===== src/hw/rtl/ole_pkg.sv =====
package ole_pkg;

    // List geometry.
    localparam int CAPACITY   = 64;
    localparam int DATA_WIDTH = 32;

    // Fixed field widths of the request and response transactions.
    localparam int KIND_W   = 3;
    localparam int POS_W    = 6;
    localparam int VALUE_W  = 32;
    localparam int STATUS_W = 2;
    localparam int OUT_W    = 32;
    localparam int COUNT_W  = 7;

    // Internal widths derived from the geometry.
    localparam int CNT_W = $clog2(CAPACITY + 1);
    localparam int CMP_W = (CNT_W > POS_W) ? CNT_W : POS_W;

    // Read-back reduction: taps are ORed in groups, then the groups are ORed.
    localparam int GROUP_SIZE = 8;
    localparam int NUM_GROUPS = (CAPACITY + GROUP_SIZE - 1) / GROUP_SIZE;

    typedef logic [DATA_WIDTH-1:0] t_word;

    typedef enum logic [KIND_W-1:0] {
        K_APPEND = 3'd0,
        K_READ   = 3'd1,
        K_REMOVE = 3'd2,
        K_INSERT = 3'd3,
        K_POP    = 3'd4,
        K_PEEK   = 3'd5
    } t_kind;

    typedef enum logic [STATUS_W-1:0] {
        ST_OK    = 2'd0,
        ST_INDEX = 2'd1,
        ST_FULL  = 2'd2
    } t_status;

    // Operation broadcast to every cell of the row.
    typedef enum logic [2:0] {
        CELL_NOP,
        CELL_APPEND,
        CELL_REMOVE,
        CELL_INSERT,
        CELL_READ
    } t_cell_op;

    typedef struct packed {
        t_cell_op         op;
        logic             tap;     // target cell drives its word to the read-back tree
        logic [CMP_W-1:0] target;  // cell addressed by the operation
        logic [CMP_W-1:0] last;    // entry count before the operation
        t_word            word;    // word to load for append and insert
    } t_cell_cmd;

    typedef enum logic [2:0] {
        S_IDLE,
        S_CELL,
        S_GRP,
        S_SUM,
        S_OUT
    } t_state;

endpackage


===== src/hw/rtl/ole_cell.sv =====
module ole_cell (
    input  logic                    i_clk,
    input  logic                    i_rst_n,
    input  logic [ole_pkg::CMP_W-1:0] i_index,
    input  ole_pkg::t_cell_cmd      i_cmd,
    input  ole_pkg::t_word          i_left,
    input  ole_pkg::t_word          i_right,
    output ole_pkg::t_word          o_word,
    output ole_pkg::t_word          o_tap
);
    import ole_pkg::*;

    t_word r_word;
    t_word n_word;
    t_word r_tap;
    logic  hit;

    assign hit = (i_index == i_cmd.target);

    // Decide what this position holds after the operation.
    always_comb begin
        n_word = r_word;
        case (i_cmd.op)
            CELL_APPEND: begin
                if (hit) begin
                    n_word = i_cmd.word;
                end
            end
            CELL_REMOVE: begin
                // Entries from the target up to the second-to-last shift down.
                if ((i_index >= i_cmd.target) && ((i_index + 1'b1) < i_cmd.last)) begin
                    n_word = i_right;
                end
            end
            CELL_INSERT: begin
                // The target loads the new word; entries above it shift up.
                if (hit) begin
                    n_word = i_cmd.word;
                end else if ((i_index > i_cmd.target) && (i_index <= i_cmd.last)) begin
                    n_word = i_left;
                end
            end
            default: begin
                n_word = r_word;
            end
        endcase
    end

    // Entry storage holds no reset value.
    always_ff @(posedge i_clk) begin
        r_word <= n_word;
    end

    // Read-back tap carries the old word of the addressed cell, zero elsewhere.
    always_ff @(posedge i_clk) begin
        if (!i_rst_n) begin
            r_tap <= '0;
        end else if (i_cmd.tap && hit) begin
            r_tap <= r_word;
        end else begin
            r_tap <= '0;
        end
    end

    assign o_word = r_word;
    assign o_tap  = r_tap;

endmodule


===== config.mk =====
export PLATFORM = sky130hd
export DESIGN_NAME = ole_cell
export DESIGN_NICKNAME = d
export VERILOG_FILES = /design/src/hw/rtl/ole_pkg.sv /design/src/hw/rtl/ole_cell.sv
export SDC_FILE = /design/constraint.sdc
export NUM_CORES = 1
export LEC_CHECK = 0
export BUFFER_PORTS_ARGS = -buffer_cell sky130_fd_sc_hd__buf_2
export CAP_MARGIN = 20
export CORE_ASPECT_RATIO = 0.5
export CORE_UTILIZATION = 40
export DETAILED_ROUTE_END_ITERATION = 16
export HOLD_SLACK_MARGIN = 0.08
export PLACE_DENSITY_LB_ADDON = 0.1
export SETUP_SLACK_MARGIN = 0.1
export SYNTH_ARGS = -nofsm -noshare
export SYNTH_HDL_FRONTEND = slang
export SYNTH_SLANG_ARGS = --single-unit

===== constraint.sdc =====
create_clock -name i_clk -period 5.2 [get_ports i_clk]
set_clock_uncertainty 0.2 [all_clocks]
set_input_delay 0.52 -clock i_clk [delete_from_list [all_inputs] [get_ports i_clk]]
set_output_delay 0.52 -clock i_clk [all_outputs]
set_load 0.01 [all_outputs]

[Word-level counts from Yosys, hierarchy flattened]
Index checks and enable logic that the tools add are counted.
Word-level totals
  bits of input ports: 123
  word-level logic and storage cells: 25
  bits in registers: 64
  output and inout port bits: 64
Operators by class
  reductions and logical operators: 6
  order comparisons: 4
  equal/unequal tests: 7
  mux-type cells: 5
  add/subtract/negate cells: 1
Operators by type and width (number)
  32-bit two-way mux: 4
  32-bit one-hot mux with 3 select lines: 1
  7-bit by 1-bit adder with 7-bit output, second input constant: 1
  7-bit equality test: 1
  7-bit >= comparator: 1
  7-bit > comparator: 1
  7-bit less-or-equal comparator: 1
  7-bit < comparator: 1
  3-bit by 2-bit equality test with 1-bit output, second input constant: 2
  2-bit inequality test, second input constant: 2
  4-bit AND reduction: 1
  3-bit by 1-bit equality test with 1-bit output, second input constant: 1
  1-bit logical AND: 3
  3-bit inequality test, second input constant: 1
  3-bit nonzero test: 1
  2-bit AND reduction: 1

[Logic depth before layout (Yosys ltp)]
Gate-level depths: netlist (run 1).
  word-level depth: 5
  gate-level depth with buffers: 8

[Worst setup path after synthesis (run 1)]
No wires, ideal clock.
  kind: input to register
  start point: input i_index[0] (netlist bit)
  end point: register r_word[0] (netlist: o_word[0]), enable pin
  slack: 0.934 ns
  buffers on the path: 0
  library setup time: 0.450 ns
  arrival: 3.616 ns
  required time: 4.550 ns
  stages: 8
  cells stage by stage: ha_1 -> nand3_1 -> xnor2_1 -> ha_1 -> nand3_1 -> and4b_1 -> a31oi_1 -> a2111oi_2
Between the ends
  cells in the longest elaborated chain, start to end: 5
  elaborated cells on any way between the ends: 12
  classes of those cells: add/sub (1); order compare (4); eq/ne (4); reduce/logical (3)
RTL lines
  start, declared: line ole_cell.sv:4  | input logic [ole_pkg::CMP_W-1:0] i_index,
  7-bit by 1-bit adder with 7-bit output: line ole_cell.sv:31  | if ((i_index >= i_cmd.target) && ((i_index + 1'b1) < i_cmd.last)) begin
  7-bit < comparator: line ole_cell.sv:31
  1-bit logical AND: line ole_cell.sv:31
  2-bit inequality test (no line)
  4-bit AND reduction (no line) (*)
  end signal, assigned: line ole_cell.sv:51  | r_word <= n_word;
  end, declared: line ole_cell.sv:13  | t_word r_word;
Mark *: on every way between the ends. The rest lies on a longest branch, timed or not.
A chain may end at the register's enable or synchronous reset.

[Worst setup path in the final report (run 1)]
  start point: input i_index[6] (netlist bit)
  end point: register r_word[23] (netlist: o_word[23]), enable pin
Same word-level chain as after synthesis.

==> results.md, run 1 <==
- Register bit count reported by yosys: 64
- Most common cell in the synthesized netlist: o22ai_1
- Post-layout min period: 2920 ps
- Syn_area_per_cell: 10.4 um^2
- Synth top area cells: edfxtp_1 31%, dfxtp_1 21%, o22ai_1 13%
- Synth Warn #: 0
- Total grt overflow: 0
- Final WL: 8730 um
- FF-to-FF End: o_tap[23]
- Relative slew slack: 40.9%
- DP HPWL: 6600 um
- Cell Count, Final, Fillers Out: 576
- Clock Latency Late Sink: 320 ps
- Post-synth top cells: 64 x o22ai_1, 40 x a21oi_1, 32 x and2_1, 32 x dfxtp_1, 32 x edfxtp_1
- Status: completed
- Share of cells above drive strength 1: 43.5%
- ANT cells: 0
- Antenna violations before repair: 1
- Die area: 8050 um^2
- Setup TNS: 0 ps
- Core area: 7380 um^2
- First-pass GRT wire length: 13,700 um
- Top cell type's share of synthesized area: 31.3%
- Vias in the first global route: 2,881
- Startpoint class of the critical path: input port
- Reg-to-reg startpoint: o_word[23]
- Worst VDD drop: 0.000168 V
- Gr usage total: 21.8%
- Post-synth ARST share: 0%
- Initial Util: 41.6%
- Cell Area, Placed: 4090 um^2
- Clock sink total: 64
- Post-CTS Resized: 0
- Fillers: 650
- Vias post-DR: 2,990
- Dominant cell type by area after synthesis: edfxtp_1
- Fin crit share: 56.2%
- Lkg Pwr: 2.07 nW
- Register area share after synthesis: 52.2%
- Unrepaired setup endpoints after global routing: false
- Top-Level Pins: 187
- Hold_ws: 265 ps
- DIE HEIGHT: 63.9 um
- R2R Setup Slk: 4340 ps
- Yosys cell types: 30
- Clk slew on worst S/H paths: 50 ps
- Inserted Clock Buffers: 9
- Worst min path class: reg2reg
- Max cap viols: 0
- Crit path from: i_index[6]
- Register Area: 1600 um^2
- CTS Buffer Depth: 2
- CP endpoint: o_word[23]
- Critical path data required time: 4970 ps
- CTS H-tree lvls: 3
- Post-CTS Setup Bufs: 0
- CTS tree: done
- Antenna-violating nets left: 0
- Post-Syn Area: 3070 um^2
- Top fanout value on the critical path: 35
- Site Rows: 22
- Reg2Reg Depth: 1
- Final hold viol count: 0
- Top FF cell, synth: edfxtp_1
- Placer Congestion: 0.935
- DRC: 0
- Cts hold-fix bufs: 0
- Net Count, Synth: 439
- Chip Width: 126 um
- Clk root buf: clkbuf_16
- Finish-stage setup viols: 0
- Post-synth EDFFs: 32
- F_max: 342 MHz
- Dpl cells: 560
- Routed WL per cell: 15.2 um
- Via/cell ratio: 5.19
- Power per Cell Area: 305 nW/um^2
- Syn Inst Count: 294
- Layout area overhead: 43.5%
- Setup CP Type: in2reg
- Multi-input gate area: 1350 um^2
- Pre-antenna DRT Iters: 7
- PortBufs: 186
- Crit path DAT: 2690 ps
- # nets final: 620
- Final instance area: 4410 um^2
- Max-slew violations: 0
- Largest net degree at the start of global routing: 36
- Setup crit end kind: register
- Initial DRC count: 166
- Actual slew at the worst max-slew pin: 882 ps
[layout make-up]
| cell class | count | area share, % |
|---|---|---|
| clock buffer | 10 | 5.20 |
| clock inverter | 6 | 1.90 |
| inverter | 13 | 1.11 |
| multi-input combinational | 196 | 30.7 |
| sequential | 64 | 36.4 |
| tap | 96 | 2.73 |
| timing repair buffer | 191 | 22.0 |
[registers in the layout (all words and copies together), names as in the netlist]
register / count
o_tap: 32
o_word: 32
[power by group]
group          internal [W]  switching, W  total, W
combinational     0.0000837     0.0000935  0.000177
clock              0.000416      0.000195  0.000612
sequential         0.000549    0.00000533  0.000554
[critical path, stage by stage]
cell	delay (ps)
buf_2	120
ha_1	310
nand4_1	200
or2_1	280
buf_4	260
o2111a_1	220
a2111oi_4	320
buf_4	420
[logic make-up after synthesis]
family,synth area share (%)
XOR/XNOR,1.43
buffers and inverters,4.32
adder cells (fa/ha/maj),8.97
AND/OR/NAND/NOR,11.3
flip-flops,52.2
AO/OA/AOI/OAI,21.8
[cells in the final DEF (no fill, tap or decap)]
cell          n
buf_2       186
o22ai_1      64
a21oi_1      40
and2_1       32
dfxtp_1      32
edfxtp_1     32
ha_1         22
inv_1        13
clkbuf_16     9
nand3_1       6
buf_4         5
xnor2_1       4
nand4_1       4
nand2_1       4
o21ai_0       3
nand3b_1      3
bufinv_16     2
clkinvlp_4    2
and3_1        1
or2_1         1
nor2b_2       1
o21ai_2       1
nand2b_1      1
xor2_1        1
and4_1        1
a21boi_0      1
o2111a_1      1
and4b_1       1
a21o_1        1
a31oi_1       1
a2111oi_4     1
nor2_4        1
clkinv_1      1
clkinv_2      1
clkbuf_1      1
[how the worst min path moves through the flow]
stage	from	endpoint	slack, ps	depth (start not counted)
finish	o_word[28]	o_tap[28]	260	1
global route	o_word[5]	o_tap[5]	290	1
CTS	o_word[5]	o_tap[5]	270	1
detailed placement	o_word[6]	o_tap[6]	260	1
global placement	o_word[18]	o_tap[18]	250	1
floorplan	o_word[1]	o_tap[1]	320	1
[per-stage QoR]
step	total power [W]	util [%]	setup slack [ps]
finish	0.00134	59.7	2280
CTS	0.00136	59.7	2270
global placement	0.000733	55.5	1990
detailed placement	0.000740	55.5	1930
global route	0.00140	59.7	2170
floorplan	0.000651	-	934
[metal layers]
metal  up-vias  part of all wire (%)  track usage (%)
li1       1482                     -                -
met1      1356                    41             24.4
met2       138                    48             38.1
met3        14                    10             10.2
met4         0                   1.2             5.12
met5         -                     0                0
(Power assumes the default switching activity.)
==> run 2: changes to the inputs <==
==> constraint.sdc (replaced) <==
create_clock -name i_clk -period 2.9 [get_ports i_clk]
set_clock_uncertainty 0.2 [all_clocks]
set_input_delay 0.29 -clock i_clk [delete_from_list [all_inputs] [get_ports i_clk]]
set_output_delay 0.29 -clock i_clk [all_outputs]
set_load 0.01 [all_outputs]
==> results.md, run 2 (same netlist as run 1, synthesis figures left out) <==
- Status: completed (unchanged)
- Layout area overhead: 45.8% (was 43.5%)
- Setup CP Type: in2reg (unchanged)
- Top fanout value on the critical path: 32 (was 35)
- Placer Congestion: 0.921 (was 0.935)
- Startpoint class of the critical path: input port (unchanged)
- Initial Util: 41.6% (unchanged)
- Critical-path cell list: buf_2 > and3_4 > nand3_2 > xnor2_1 > ha_1 > nand3_1 > and4b_1 > a31oi_2 > a2111oi_4 > buf_12 (was buf_2 > ha_1 > nand4_1 > or2_1 > buf_4 > o2111a_1 > a2111oi_4 > buf_4)
- Most common cell after layout, fill and taps aside: buf_2 (unchanged)
- Antenna-violating nets left: 0 (unchanged)
- Register Area: 1600 um^2 (unchanged)
- Site Rows: 22 (unchanged)
- Critical path data required time: 2710 ps (was 4970 ps)
- Post-CTS Resized: 0 (unchanged)
- First-pass GRT wire length: 13,600 um (was 13,700 um)
- Chip Width: 126 um (unchanged)
- CTS Buffer Depth: 2 (unchanged)
- Cts hold-fix bufs: 0 (unchanged)
- Fin crit share: 81.2%
- Finish-stage setup viols: 0 (unchanged)
- F_max: 425 MHz
- Die area: 8050 um^2 (unchanged)
- Clk root buf: clkbuf_16 (unchanged)
- Max cap viols: 0 (unchanged)
- Slowest stage delay, CP: 330 ps (was 420 ps)
- Clock sink total: 64 (unchanged)
- Actual slew at the worst max-slew pin: 660 ps (was 882 ps)
- Pre-antenna DRT Iters: 4 (was 7)
- Gr usage total: 21.8% (about the same)
- Clock Latency Late Sink: 310 ps (was 320 ps)
- Top-Level Pins: 187 (unchanged)
- Antenna violations before repair: 2 (was 1)
- Clk slew on worst S/H paths: 50 ps (about the same)
- Core area: 7380 um^2 (unchanged)
- PortBufs: 186 (unchanged)
- Share of cells above drive strength 1: 45.2% (was 43.5%)
- Lkg Pwr: 2.08 nW (was 2.07 nW)
- Post-CTS Setup Bufs: 0 (unchanged)
- Routed WL per cell: 15.1 um (was 15.2 um)
- Final instance area: 4480 um^2 (was 4410 um^2)
- Relative slew slack: 56.0% (was 40.9%)
- Worst min path class: in2reg (was reg2reg)
- Unrepaired setup endpoints after global routing: false (unchanged)
- CTS tree: done (unchanged)
- Total grt overflow: 0 (unchanged)
- CTS H-tree lvls: 3 (unchanged)
- DP HPWL: 6670 um (was 6600 um)
- Post-layout min period: 2350 ps
- Largest net degree at the start of global routing: 36 (unchanged)
- Setup TNS: 0 ps (unchanged)
- Setup crit end kind: register (unchanged)
- Worst VDD drop: 0.000362 V (was 0.000168 V)
- Crit path DAT: 2160 ps (was 2690 ps)
- Inserted Clock Buffers: 9 (unchanged)
- Cell Area, Placed: 4170 um^2 (was 4090 um^2)
- Final WL: 8750 um (was 8730 um)
- # nets final: 622 (was 620)
- Vias in the first global route: 2,940 (was 2,881)
- Final hold viol count: 0 (unchanged)
- Fillers: 666 (was 650)
- Vias post-DR: 3,016 (was 2,990)
- Via/cell ratio: 5.21 (was 5.19)
- Power per Cell Area: 528 nW/um^2 (was 305 nW/um^2)
- Multi-input gate area: 1400 um^2 (was 1350 um^2)
- Max-slew violations: 0 (unchanged)
- DIE HEIGHT: 63.9 um (unchanged)
- Slowest-stage cell, CP: ha_1 (was buf_4)
- DRC: 0 (unchanged)
- Initial DRC count: 130 (was 166)
- Most frequent cells in the layout: 186 x buf_2, 64 x o22ai_1, 40 x a21oi_1 (unchanged)
-- run 2: cell count changes in the layout (fill, tap and decap cells not counted), moves of 2 or more --
cell | previous run | this run
ha_4 | 0 | 2
ha_1 | 22 | 20
clkbuf_8 | 0 | 3
bufinv_16 | 2 | 0
nand3_1 | 6 | 4
nand3_2 | 0 | 2
-- run 2: path summary, 6_finish.rpt --
path / start / to / slack (ps) / cells past startpoint
min: i_right[19] / o_word[19] / 120 / 3
min reg2reg: o_word[31] / o_tap[31] / 270 / 1
max: i_index[2] / o_word[3] / 550 / 10
max reg2reg: o_word[1] / o_tap[1] / 2050 / 1
-- run 2: final cells by class --
cell class	instances	area share [%]
Sequential cell	64	35.8
Multi-Input combinational cell	196	31.3
Timing Repair Buffer	193	22.3
Clock buffer	15	6.68
Tap cell	96	2.68
Inverter	13	1.09
Clock inverter	1	0.168
Antenna cell	1	0.0559
-- run 2: metal layers --
metal	vias up	global-route usage (%)	wire length, um
li1	1488	-	-
met5	-	0	8
met2	132	39.4	4250
met3	10	8.96	870
met1	1384	24.1	3540
met4	2	4.97	74
-- run 2: metrics by stage --
stage	std cells	worst slack (ps)	power (W)	utilization, %	hold WS, ps
after floorplan	294	-193	0.00117	-	324
after global placement	562	320	0.00132	56.5	249
after detailed placement	562	226	0.00134	56.5	256
after CTS	578	544	0.00238	60.6	121
after global routing	578	447	0.00247	60.6	123
final	579	546	0.00236	60.7	125
-- run 2: power breakdown --
part           internal [W]  switching, W  total, W
logic              0.000157      0.000170  0.000327
clock network      0.000700      0.000341   0.00104
registers          0.000984    0.00000942  0.000993
-- run 2: critical path: cells and delay by family --
kind | cells | cell delay (ps)
xor+xnor | 1 | 140
compound gates | 2 | 410
fa+ha+maj | 1 | 330
simple gates | 4 | 570
buf+inv | 2 | 400
