### config.mk
export PLATFORM = sky130hd
export DESIGN_NAME = ole_ctrl_flat
export DESIGN_NICKNAME = d
export VERILOG_FILES = /design/src/hw/rtl/ole_pkg.sv /design/src/hw/rtl/ole_if.sv /design/src/hw/rtl/ole_ctrl.sv /design/src/flat_wrapper.sv
export SDC_FILE = /design/constraint.sdc
export NUM_CORES = 1
export LEC_CHECK = 0
export BUFFER_PORTS_ARGS = -buffer_cell sky130_fd_sc_hd__buf_4
export CORE_MARGIN = 4
export CORE_UTILIZATION = 42
export CTS_BUF_LIST = sky130_fd_sc_hd__clkbuf_16
export DETAILED_ROUTE_END_ITERATION = 10
export HOLD_SLACK_MARGIN = 0.05
export PLACE_DENSITY = 0.72
export SETUP_SLACK_MARGIN = 0.02
export SYNTH_ARGS = -nofsm -noshare
export SYNTH_HDL_FRONTEND = slang
export SYNTH_SLANG_ARGS = --single-unit
### constraint.sdc
create_clock -name i_clk -period 2.34 [get_ports i_clk]
set_input_delay 0.351 -clock i_clk [delete_from_list [all_inputs] [get_ports i_clk]]
set_output_delay 0.351 -clock i_clk [all_outputs]
set_load 0.02 [all_outputs]
### src/hw/rtl/ole_pkg.sv
package ole_pkg;

    // List geometry.
    localparam int CAPACITY   = 64;
    localparam int DATA_WIDTH = 32;

    // Fixed field widths of the request and response transactions.
    localparam int KIND_W   = 3;
    localparam int POS_W    = 6;
    localparam int VALUE_W  = 32;
    localparam int STATUS_W = 2;
    localparam int OUT_W    = 32;
    localparam int COUNT_W  = 7;

    // Internal widths derived from the geometry.
    localparam int CNT_W = $clog2(CAPACITY + 1);
    localparam int CMP_W = (CNT_W > POS_W) ? CNT_W : POS_W;

    // Read-back reduction: taps are ORed in groups, then the groups are ORed.
    localparam int GROUP_SIZE = 8;
    localparam int NUM_GROUPS = (CAPACITY + GROUP_SIZE - 1) / GROUP_SIZE;

    typedef logic [DATA_WIDTH-1:0] t_word;

    typedef enum logic [KIND_W-1:0] {
        K_APPEND = 3'd0,
        K_READ   = 3'd1,
        K_REMOVE = 3'd2,
        K_INSERT = 3'd3,
        K_POP    = 3'd4,
        K_PEEK   = 3'd5
    } t_kind;

    typedef enum logic [STATUS_W-1:0] {
        ST_OK    = 2'd0,
        ST_INDEX = 2'd1,
        ST_FULL  = 2'd2
    } t_status;

    // Operation broadcast to every cell of the row.
    typedef enum logic [2:0] {
        CELL_NOP,
        CELL_APPEND,
        CELL_REMOVE,
        CELL_INSERT,
        CELL_READ
    } t_cell_op;

    typedef struct packed {
        t_cell_op         op;
        logic             tap;     // target cell drives its word to the read-back tree
        logic [CMP_W-1:0] target;  // cell addressed by the operation
        logic [CMP_W-1:0] last;    // entry count before the operation
        t_word            word;    // word to load for append and insert
    } t_cell_cmd;

    typedef enum logic [2:0] {
        S_IDLE,
        S_CELL,
        S_GRP,
        S_SUM,
        S_OUT
    } t_state;

endpackage

### src/hw/rtl/ole_if.sv
// Request channel: one list operation per transaction.
interface ole_req_if;
    import ole_pkg::*;

    logic               valid;
    logic               ready;
    logic [KIND_W-1:0]  kind;
    logic [POS_W-1:0]   position;
    logic [VALUE_W-1:0] value;

    modport source (output valid, output kind, output position, output value, input ready);
    modport sink   (input valid, input kind, input position, input value, output ready);
endinterface

// Response channel: one result per request.
interface ole_rsp_if;
    import ole_pkg::*;

    logic                valid;
    logic                ready;
    logic [STATUS_W-1:0] status;
    logic [OUT_W-1:0]    data;
    logic [COUNT_W-1:0]  count;

    modport source (output valid, output status, output data, output count, input ready);
    modport sink   (input valid, input status, input data, input count, output ready);
endinterface

### src/hw/rtl/ole_ctrl.sv
module ole_ctrl (
    input  logic               i_clk,
    input  logic               i_rst_n,
    ole_req_if.sink            i_req,
    ole_rsp_if.source          o_rsp,
    input  ole_pkg::t_word     i_sum,
    output ole_pkg::t_cell_cmd o_cmd
);
    import ole_pkg::*;

    t_state             r_state;
    t_state             n_state;
    t_cell_cmd          r_cmd;
    t_cell_cmd          n_cmd;
    t_status            r_status;
    t_status            n_status;
    logic [CNT_W-1:0]   r_count;
    logic [CNT_W-1:0]   n_count;
    logic [OUT_W-1:0]   r_data;
    logic               accept;
    logic               full;
    logic [CMP_W-1:0]   pos;
    logic [CMP_W-1:0]   cnt;

    assign accept = i_req.valid && i_req.ready;
    assign full   = (r_count == CNT_W'(CAPACITY));
    assign pos    = CMP_W'(i_req.position);
    assign cnt    = CMP_W'(r_count);

    // Decode a request into a status, the new count and the row command.
    always_comb begin
        n_status        = ST_OK;
        n_count         = r_count;
        n_cmd.op        = CELL_NOP;
        n_cmd.tap       = 1'b0;
        n_cmd.target    = pos;
        n_cmd.last      = cnt;
        n_cmd.word      = DATA_WIDTH'(i_req.value);
        case (i_req.kind)
            K_APPEND: begin
                if (full) begin
                    n_status = ST_FULL;
                end else begin
                    n_cmd.op     = CELL_APPEND;
                    n_cmd.target = cnt;
                    n_count      = r_count + 1'b1;
                end
            end
            K_READ: begin
                if (pos >= cnt) begin
                    n_status = ST_INDEX;
                end else begin
                    n_cmd.op  = CELL_READ;
                    n_cmd.tap = 1'b1;
                end
            end
            K_REMOVE: begin
                if (pos >= cnt) begin
                    n_status = ST_INDEX;
                end else begin
                    n_cmd.op  = CELL_REMOVE;
                    n_cmd.tap = 1'b1;
                    n_count   = r_count - 1'b1;
                end
            end
            K_INSERT: begin
                if (full) begin
                    n_status = ST_FULL;
                end else if (pos > cnt) begin
                    n_status = ST_INDEX;
                end else begin
                    n_cmd.op = CELL_INSERT;
                    n_count  = r_count + 1'b1;
                end
            end
            K_POP, K_PEEK: begin
                if (r_count == '0) begin
                    n_status = ST_INDEX;
                end else begin
                    n_cmd.op     = CELL_READ;
                    n_cmd.tap    = 1'b1;
                    n_cmd.target = cnt - 1'b1;
                    if (i_req.kind == K_POP) begin
                        n_count = r_count - 1'b1;
                    end
                end
            end
            default: begin
                n_status = ST_OK;
            end
        endcase
    end

    // Next state: one pass through the row and the read-back tree.
    always_comb begin
        n_state = r_state;
        case (r_state)
            S_IDLE: begin
                if (accept) begin
                    n_state = S_CELL;
                end
            end
            S_CELL: n_state = S_GRP;
            S_GRP:  n_state = S_SUM;
            S_SUM:  n_state = S_OUT;
            S_OUT: begin
                if (o_rsp.ready) begin
                    n_state = S_IDLE;
                end
            end
            default: n_state = S_IDLE;
        endcase
    end

    // Handshake outputs; no request is taken while reset is asserted.
    always_comb begin
        i_req.ready  = 1'b0;
        o_rsp.valid  = 1'b0;
        case (r_state)
            S_IDLE:  i_req.ready = i_rst_n;
            S_OUT:   o_rsp.valid = 1'b1;
            default: i_req.ready = 1'b0;
        endcase
    end

    always_ff @(posedge i_clk) begin
        if (!i_rst_n) begin
            r_state  <= S_IDLE;
            r_count  <= '0;
            r_cmd.op <= CELL_NOP;
            r_cmd.tap <= 1'b0;
        end else begin
            r_state <= n_state;
            if (accept) begin
                r_count <= n_count;
                r_cmd   <= n_cmd;
            end else begin
                r_cmd.op  <= CELL_NOP;
                r_cmd.tap <= 1'b0;
            end
        end
    end

    // Response payload.
    always_ff @(posedge i_clk) begin
        if (accept) begin
            r_status <= n_status;
        end
        if (r_state == S_SUM) begin
            r_data <= OUT_W'(i_sum);
        end
    end

    assign o_cmd        = r_cmd;
    assign o_rsp.status = r_status;
    assign o_rsp.data   = r_data;
    assign o_rsp.count  = COUNT_W'(r_count);

endmodule

### src/flat_wrapper.sv
// flat-port wrapper written by rule: the top's interface ports become plain ports
module ole_ctrl_flat import ole_pkg::*;
  (i_clk, i_rst_n, i_sum, o_cmd, i_req_valid, i_req_kind, i_req_position, i_req_value, i_req_ready, o_rsp_valid, o_rsp_status, o_rsp_data, o_rsp_count, o_rsp_ready);
  ole_req_if i_req_i ();
  ole_rsp_if o_rsp_i ();
  input  logic i_clk;
  input  logic i_rst_n;
  input  ole_pkg::t_word i_sum;
  output ole_pkg::t_cell_cmd o_cmd;
  input wire logic [$bits(i_req_i.valid)-1:0] i_req_valid;
  input wire logic [$bits(i_req_i.kind)-1:0] i_req_kind;
  input wire logic [$bits(i_req_i.position)-1:0] i_req_position;
  input wire logic [$bits(i_req_i.value)-1:0] i_req_value;
  output wire logic [$bits(i_req_i.ready)-1:0] i_req_ready;
  output wire logic [$bits(o_rsp_i.valid)-1:0] o_rsp_valid;
  output wire logic [$bits(o_rsp_i.status)-1:0] o_rsp_status;
  output wire logic [$bits(o_rsp_i.data)-1:0] o_rsp_data;
  output wire logic [$bits(o_rsp_i.count)-1:0] o_rsp_count;
  input wire logic [$bits(o_rsp_i.ready)-1:0] o_rsp_ready;
  assign i_req_i.valid = i_req_valid;
  assign i_req_i.kind = i_req_kind;
  assign i_req_i.position = i_req_position;
  assign i_req_i.value = i_req_value;
  assign i_req_ready = i_req_i.ready;
  assign o_rsp_valid = o_rsp_i.valid;
  assign o_rsp_status = o_rsp_i.status;
  assign o_rsp_data = o_rsp_i.data;
  assign o_rsp_count = o_rsp_i.count;
  assign o_rsp_i.ready = o_rsp_ready;
  ole_ctrl u_core (.i_clk(i_clk), .i_rst_n(i_rst_n), .i_req(i_req_i), .o_rsp(o_rsp_i), .i_sum(i_sum), .o_cmd(o_cmd));
endmodule
==> After elaboration in Yosys (flattened, before gate mapping) <==
Index checks and enable logic that the tools add are counted.
{ "totals": {"word_cells": 69, "reg_bits": 94, "input_bits": 77, "out_inout_bits": 93} }
{ "classes": {"n_reduce_logical": 10, "addsub": 2, "eq_ne": 18, "mux": 28, "n_lt_le_gt_ge": 2} }
{ "op_table": {"columns": ["op", "count"], "rows": [
  ["two-way mux 7 bit", 7],
  ["one-hot mux 3 bit (5 select lines)", 2],
  ["one-hot mux 7 bit (4 select lines)", 1],
  ["one-hot mux 7 bit (2 select lines)", 1],
  ["== test 3 x 2 -> 1 bit (second input constant)", 4],
  ["two-way mux 3 bit", 4],
  ["inequality test 2 bit (second input constant)", 6],
  ["two-way mux 11 bit", 1],
  ["== test 3 bit (second input constant)", 3],
  ["one-hot mux 2 bit (4 select lines)", 1],
  ["AND reduction 8 bit", 1],
  ["adder 7 x 1 -> 7 bit (second input constant)", 1],
  ["== test 7 bit (second input constant)", 1],
  ["greater-or-equal comparator 6 x 7 -> 1 bit", 1],
  ["greater-than comparator 6 x 7 -> 1 bit", 1],
  ["logical NOT 7 bit", 1],
  ["subtractor 7 x 1 -> 7 bit (second input constant)", 1],
  ["== test 3 x 1 -> 1 bit (second input constant)", 2],
  ["logical NOT 3 bit", 2],
  ["two-way mux 1 bit", 6],
  ["two-way mux 2 bit", 3],
  ["two-way mux 4 bit", 1],
  ["inequality test 2 x 1 -> 1 bit (second input constant)", 2],
  ["AND reduction 2 bit", 2],
  ["other kinds (4)", 5]
]} }

==> Depth between registers and ports, before layout <==
{ "logic_depth": {"depth_word": 5, "depth_mapped": 9, "ltp_nobuf": 7} }

==> Worst setup path before layout <==
No wires, ideal clock.
{ "synth_timing": {"path_type": "register -> register", "from": "reg u_core.r_count[4], in the netlist u_core.o_rsp.count[4]", "to": "reg u_core.r_count[6], in the netlist u_core.o_rsp.count[6]", "required_ns": 2.270, "stages_incl_launch_ff": 9, "n_path_buf": 1, "synth_period_minus_slack_ns": 2.569, "setup_slack_ns": -0.229, "setup_ns": 0.070, "arrival_ns": 2.499, "cell_sequence": "dfxtp_1 > clkbuf_1 > inv_1 > ha_1 > a211oi_1 > a2bb2oi_1 > a21boi_1 > or4_1 > a21oi_1"} }
{ "synth_via": {"elab_chain_len": 4, "elab_cells_between_ends": 19, "classes_between": "add/sub (2); order compare (2); eq/ne (6); mux (7); reduce/logical (2)"} }
{ "synth_lines": {"columns": ["element", "line_no", "text"], "rows": [
  ["from (decl)", "ole_ctrl.sv:17", "logic [CNT_W-1:0] r_count;"],
  ["from (signal assigned)", "ole_ctrl.sv:135", "r_count <= n_count;"],
  ["subtractor 7 x 1 -> 7 bit / adder 7 x 1 -> 7 bit (equally long branches)", null, null],
  ["two-way mux 7 bit (on tied branches)", "ole_ctrl.sv:83, ole_ctrl.sv:69", null],
  ["two-way mux 7 bit (on tied branches)", "ole_ctrl.sv:77, ole_ctrl.sv:67", null],
  ["one-hot mux 7 bit (4 select lines)", "ole_ctrl.sv:39", "case (i_req.kind)"]
]} }
Parallel ways exist; a longest one is shown, timed or not. The select of a mux whose other input is x is not followed.
A chain may end at the register's enable or synchronous reset.

==> Worst setup path in the final report <==
{ "layout_timing": {"from": "reg u_core.r_count[1], in the netlist u_core.o_rsp.count[1]", "to": "reg u_core.r_count[6], in the netlist u_core.o_rsp.count[6]"} }
The elaborated chain is that of the path after synthesis.

==> flow_metrics.env <==
export IMPL_die_h_um=103
export IMPL_n_fill_cell=687
export IMPL_drt_first_iter_violations=246
export IMPL_worstPathRequired_ns=2.61
export IMPL_fmax_mhz=453
export IMPL_finalNetCount=540
export IMPL_place_area_mm2=0.00530
export IMPL_dieArea_mm2=0.0106
export IMPL_drc=0
export IMPL_ys_seq_elements=94
export IMPL_utilization_pct=63.8
export IMPL_cts_clk_slew_worst_paths_ns=0.07
export IMPL_rows=34
export IMPL_gp_congestion=0.919
export IMPL_cp_arrival_ns=2.48
export IMPL_ir_worst_vdd_uv=400
export IMPL_cts_tree="built"
export IMPL_routedWlPerCell_um=17.9
export IMPL_cts_buffers=9
export IMPL_cap_violations=0
export IMPL_yosysTopAreaCellShare_pct=63.2
export IMPL_antenna_cells=0
export IMPL_crit_family="simple AND/OR/NAND/NOR gates"
export IMPL_period_needed_ns=2.21
export IMPL_insertion_delay_ns=0.34
export IMPL_area_growth_syn_to_layout_pct=47.3
export IMPL_post_dp_hpwl_um=7490
export IMPL_postSynthNetCount=354
export IMPL_slowest_delay_ns=0.51
export IMPL_gr_total_overflow=0
export IMPL_drv_slew=0
export IMPL_min_from="i_req_value[13]"
export IMPL_syn_inst=269
export IMPL_critPathLaunch="u_core.o_rsp.count[1]"
export IMPL_critPathMaxFanout=8
export IMPL_syn_avg_cell_area_um2=14.1
export IMPL_hold_ws_ns=0.186
export IMPL_grt_max_degree=47
export IMPL_chipWidth_um=103
export IMPL_async_reset_ff_share_pct=0
export IMPL_drive_gt1_share_pct=47.5
export IMPL_ys_types=50
export IMPL_max_slew_worst_pin_slew_ns=0.461
export IMPL_yosysSeqAreaShare_pct=70.6
export IMPL_finalSetupViolations=0
export IMPL_initial_utilization_pct=43.3
export IMPL_grt_pass1_wl_um=14200
export IMPL_hold_class="input port to flop"
export IMPL_io_pins=170
export IMPL_outcome="complete, no violations"
export IMPL_clock_skew_ns=0.00593
export IMPL_critPathBufInv=1
export IMPL_ant_nets=0
export IMPL_yosys_top_cells_area="edfxtp_1, dfxtp_1, ha_1"
export IMPL_p_total_uw=3820
export IMPL_fin_cells=567
export IMPL_via_per_inst=5.25
export IMPL_hold_viol=0
export IMPL_postCtsHoldBufs=0
export IMPL_routed_wl_um=10200
export IMPL_rsz0062_at_grt="true"
export IMPL_syn_area_mm2=0.00380
export IMPL_worstSetupStartpointType="flop"
export IMPL_fp_coreArea_mm2=0.00876
export IMPL_end_kind="flop"
export IMPL_final_cell_area_mm2=0.00559
export IMPL_grt_use_total_pct=17.6
export IMPL_slew_headroom_pct=69.2
export IMPL_path_cells="inv_1, ha_2, nor3b_1, and3_1, a2111o_1, or4_1, a21oi_1"
export IMPL_cp_slowest_cell="a2111o_1"
export IMPL_ctsHtreeMaxLevel=3
export IMPL_clock_path_buffers=2
export IMPL_grt_pass1_vias=2688
export IMPL_placedCellCount=551
export IMPL_dr_pass1_iters=4
export IMPL_p_leak_uw=0.00231
export IMPL_path_class="flop to flop"
export IMPL_root_buffer="clkbuf_16"
export IMPL_yosys_warnings=0
export IMPL_vias=2979
export IMPL_synth_edff_count=80
export IMPL_r2r_start="u_core.o_rsp.count[1]"
export IMPL_finalCritPeriodShare_pct=94.4
export IMPL_port_buffers=169
export IMPL_ys_flop_type="edfxtp_1"
export IMPL_powerDensity_mw_per_mm2=682
export IMPL_cts_num_sinks=94
export IMPL_yosys_area_top_type="edfxtp_1"
export IMPL_antenna_found_initial=0
## per-stage QoR
step	setup slack, ns	setup TNS [ns]
after floorplan	0.0164	0
after detailed placement	0.0904	0
after global placement	0.140	0
final	0.131	0
after global routing	-0.00675	-0.00675
after CTS	0.0685	0
## report_power, final
group	switching, uW	leakage, uW	total [uW]	internal, uW
combinational	287	0.00132	539	252
clock	629	0.000132	1350	722
sequential	25.7	0.000850	1930	1900
total	942	0.00231	3820	2880
## cell families (layout without fill, tap and decap cells)
kind of cell	Yosys count	count (layout)	share of synthesized area, %
multiplexers	4	4	1.05
adder cells (fa/ha/maj)	8	8	2.64
AO/OA/AOI/OAI	61	61	11.4
XOR/XNOR	2	2	0.461
buffers and inverters	29	219	3.66
flip-flops	94	94	70.6
AND/OR/NAND/NOR	71	71	10.2
## cell usage after synthesis, types with 2 or more instances
cell / count
and3_1: 4
nor3b_1: 3
inv_1: 13
edfxtp_1: 80
xnor2_1: 2
a221o_1: 4
clkbuf_1: 6
a32oi_1: 2
o21ai_0: 15
a211oi_1: 6
buf_2: 3
nand4_1: 2
buf_4: 7
a311oi_1: 2
nand2_1: 17
nor2_1: 13
dfxtp_1: 14
o221a_2: 2
o2bb2ai_1: 2
ha_1: 8
nor2b_1: 3
o31ai_1: 2
mux2i_1: 4
nand2b_1: 2
a21oi_1: 11
a2bb2oi_1: 2
nand3_1: 9
or4_1: 3
nor3_1: 7
## worst paths after layout
path	cells past startpoint	to	slack, ns
worst min-delay path	1	u_core.o_cmd[13]	0.19
worst max-delay path	7	u_core.o_rsp.count[6]	0.13
worst min register to register	1	u_core.r_state[0]	0.58
worst max register to register	7	u_core.o_rsp.count[6]	0.13
## layer usage
metal	up-vias	track usage, %	wire length (um)
li1	1412	-	-
met1	1370	22.8	3910
met2	171	27.7	4850
met3	26	4.80	1100
met4	0	7.77	298
met5	-	0	0
## timing repair
item	CTS	global route
gates resized for setup	0	4
endpoints found under the setup margin	0	8
buffers inserted	0	1
endpoints found under the hold margin	0	0
## registers in the layout, summed over array words and instances (netlist names)
| name | count |
|---|---|
| u_core.o_rsp.count | 7 |
| u_core.o_cmd | 50 |
| u_core.o_rsp.data | 32 |
| u_core.r_state | 3 |
| u_core.o_rsp.status | 2 |
## cells in the final DEF, fill, tap and decap left out, types with 3 or more instances in the layout
cell / n
nor3b_1: 3
or4_1: 3
clkbuf_16: 9
nor2_1: 12
o21ai_0: 14
nor3_1: 7
edfxtp_1: 80
a21oi_1: 11
nand2_1: 17
ha_1: 7
and3_1: 4
buf_4: 190
a211oi_1: 5
inv_6: 3
inv_1: 12
mux2i_1: 4
nor2b_1: 3
dfxtp_1: 13
nand3_1: 9
a221o_1: 4
## cell type report
type	instances	area, um2	area share [%]
timing repair buffer	191	1450	25.9
sequential	94	2680	48.0
clock inverter	6	43.8	0.783
clock buffer	9	225	4.03
tap	108	135	2.42
multi-input combinational	146	1010	18.1
inverter	13	48.8	0.872
(Power assumes the default switching activity.)
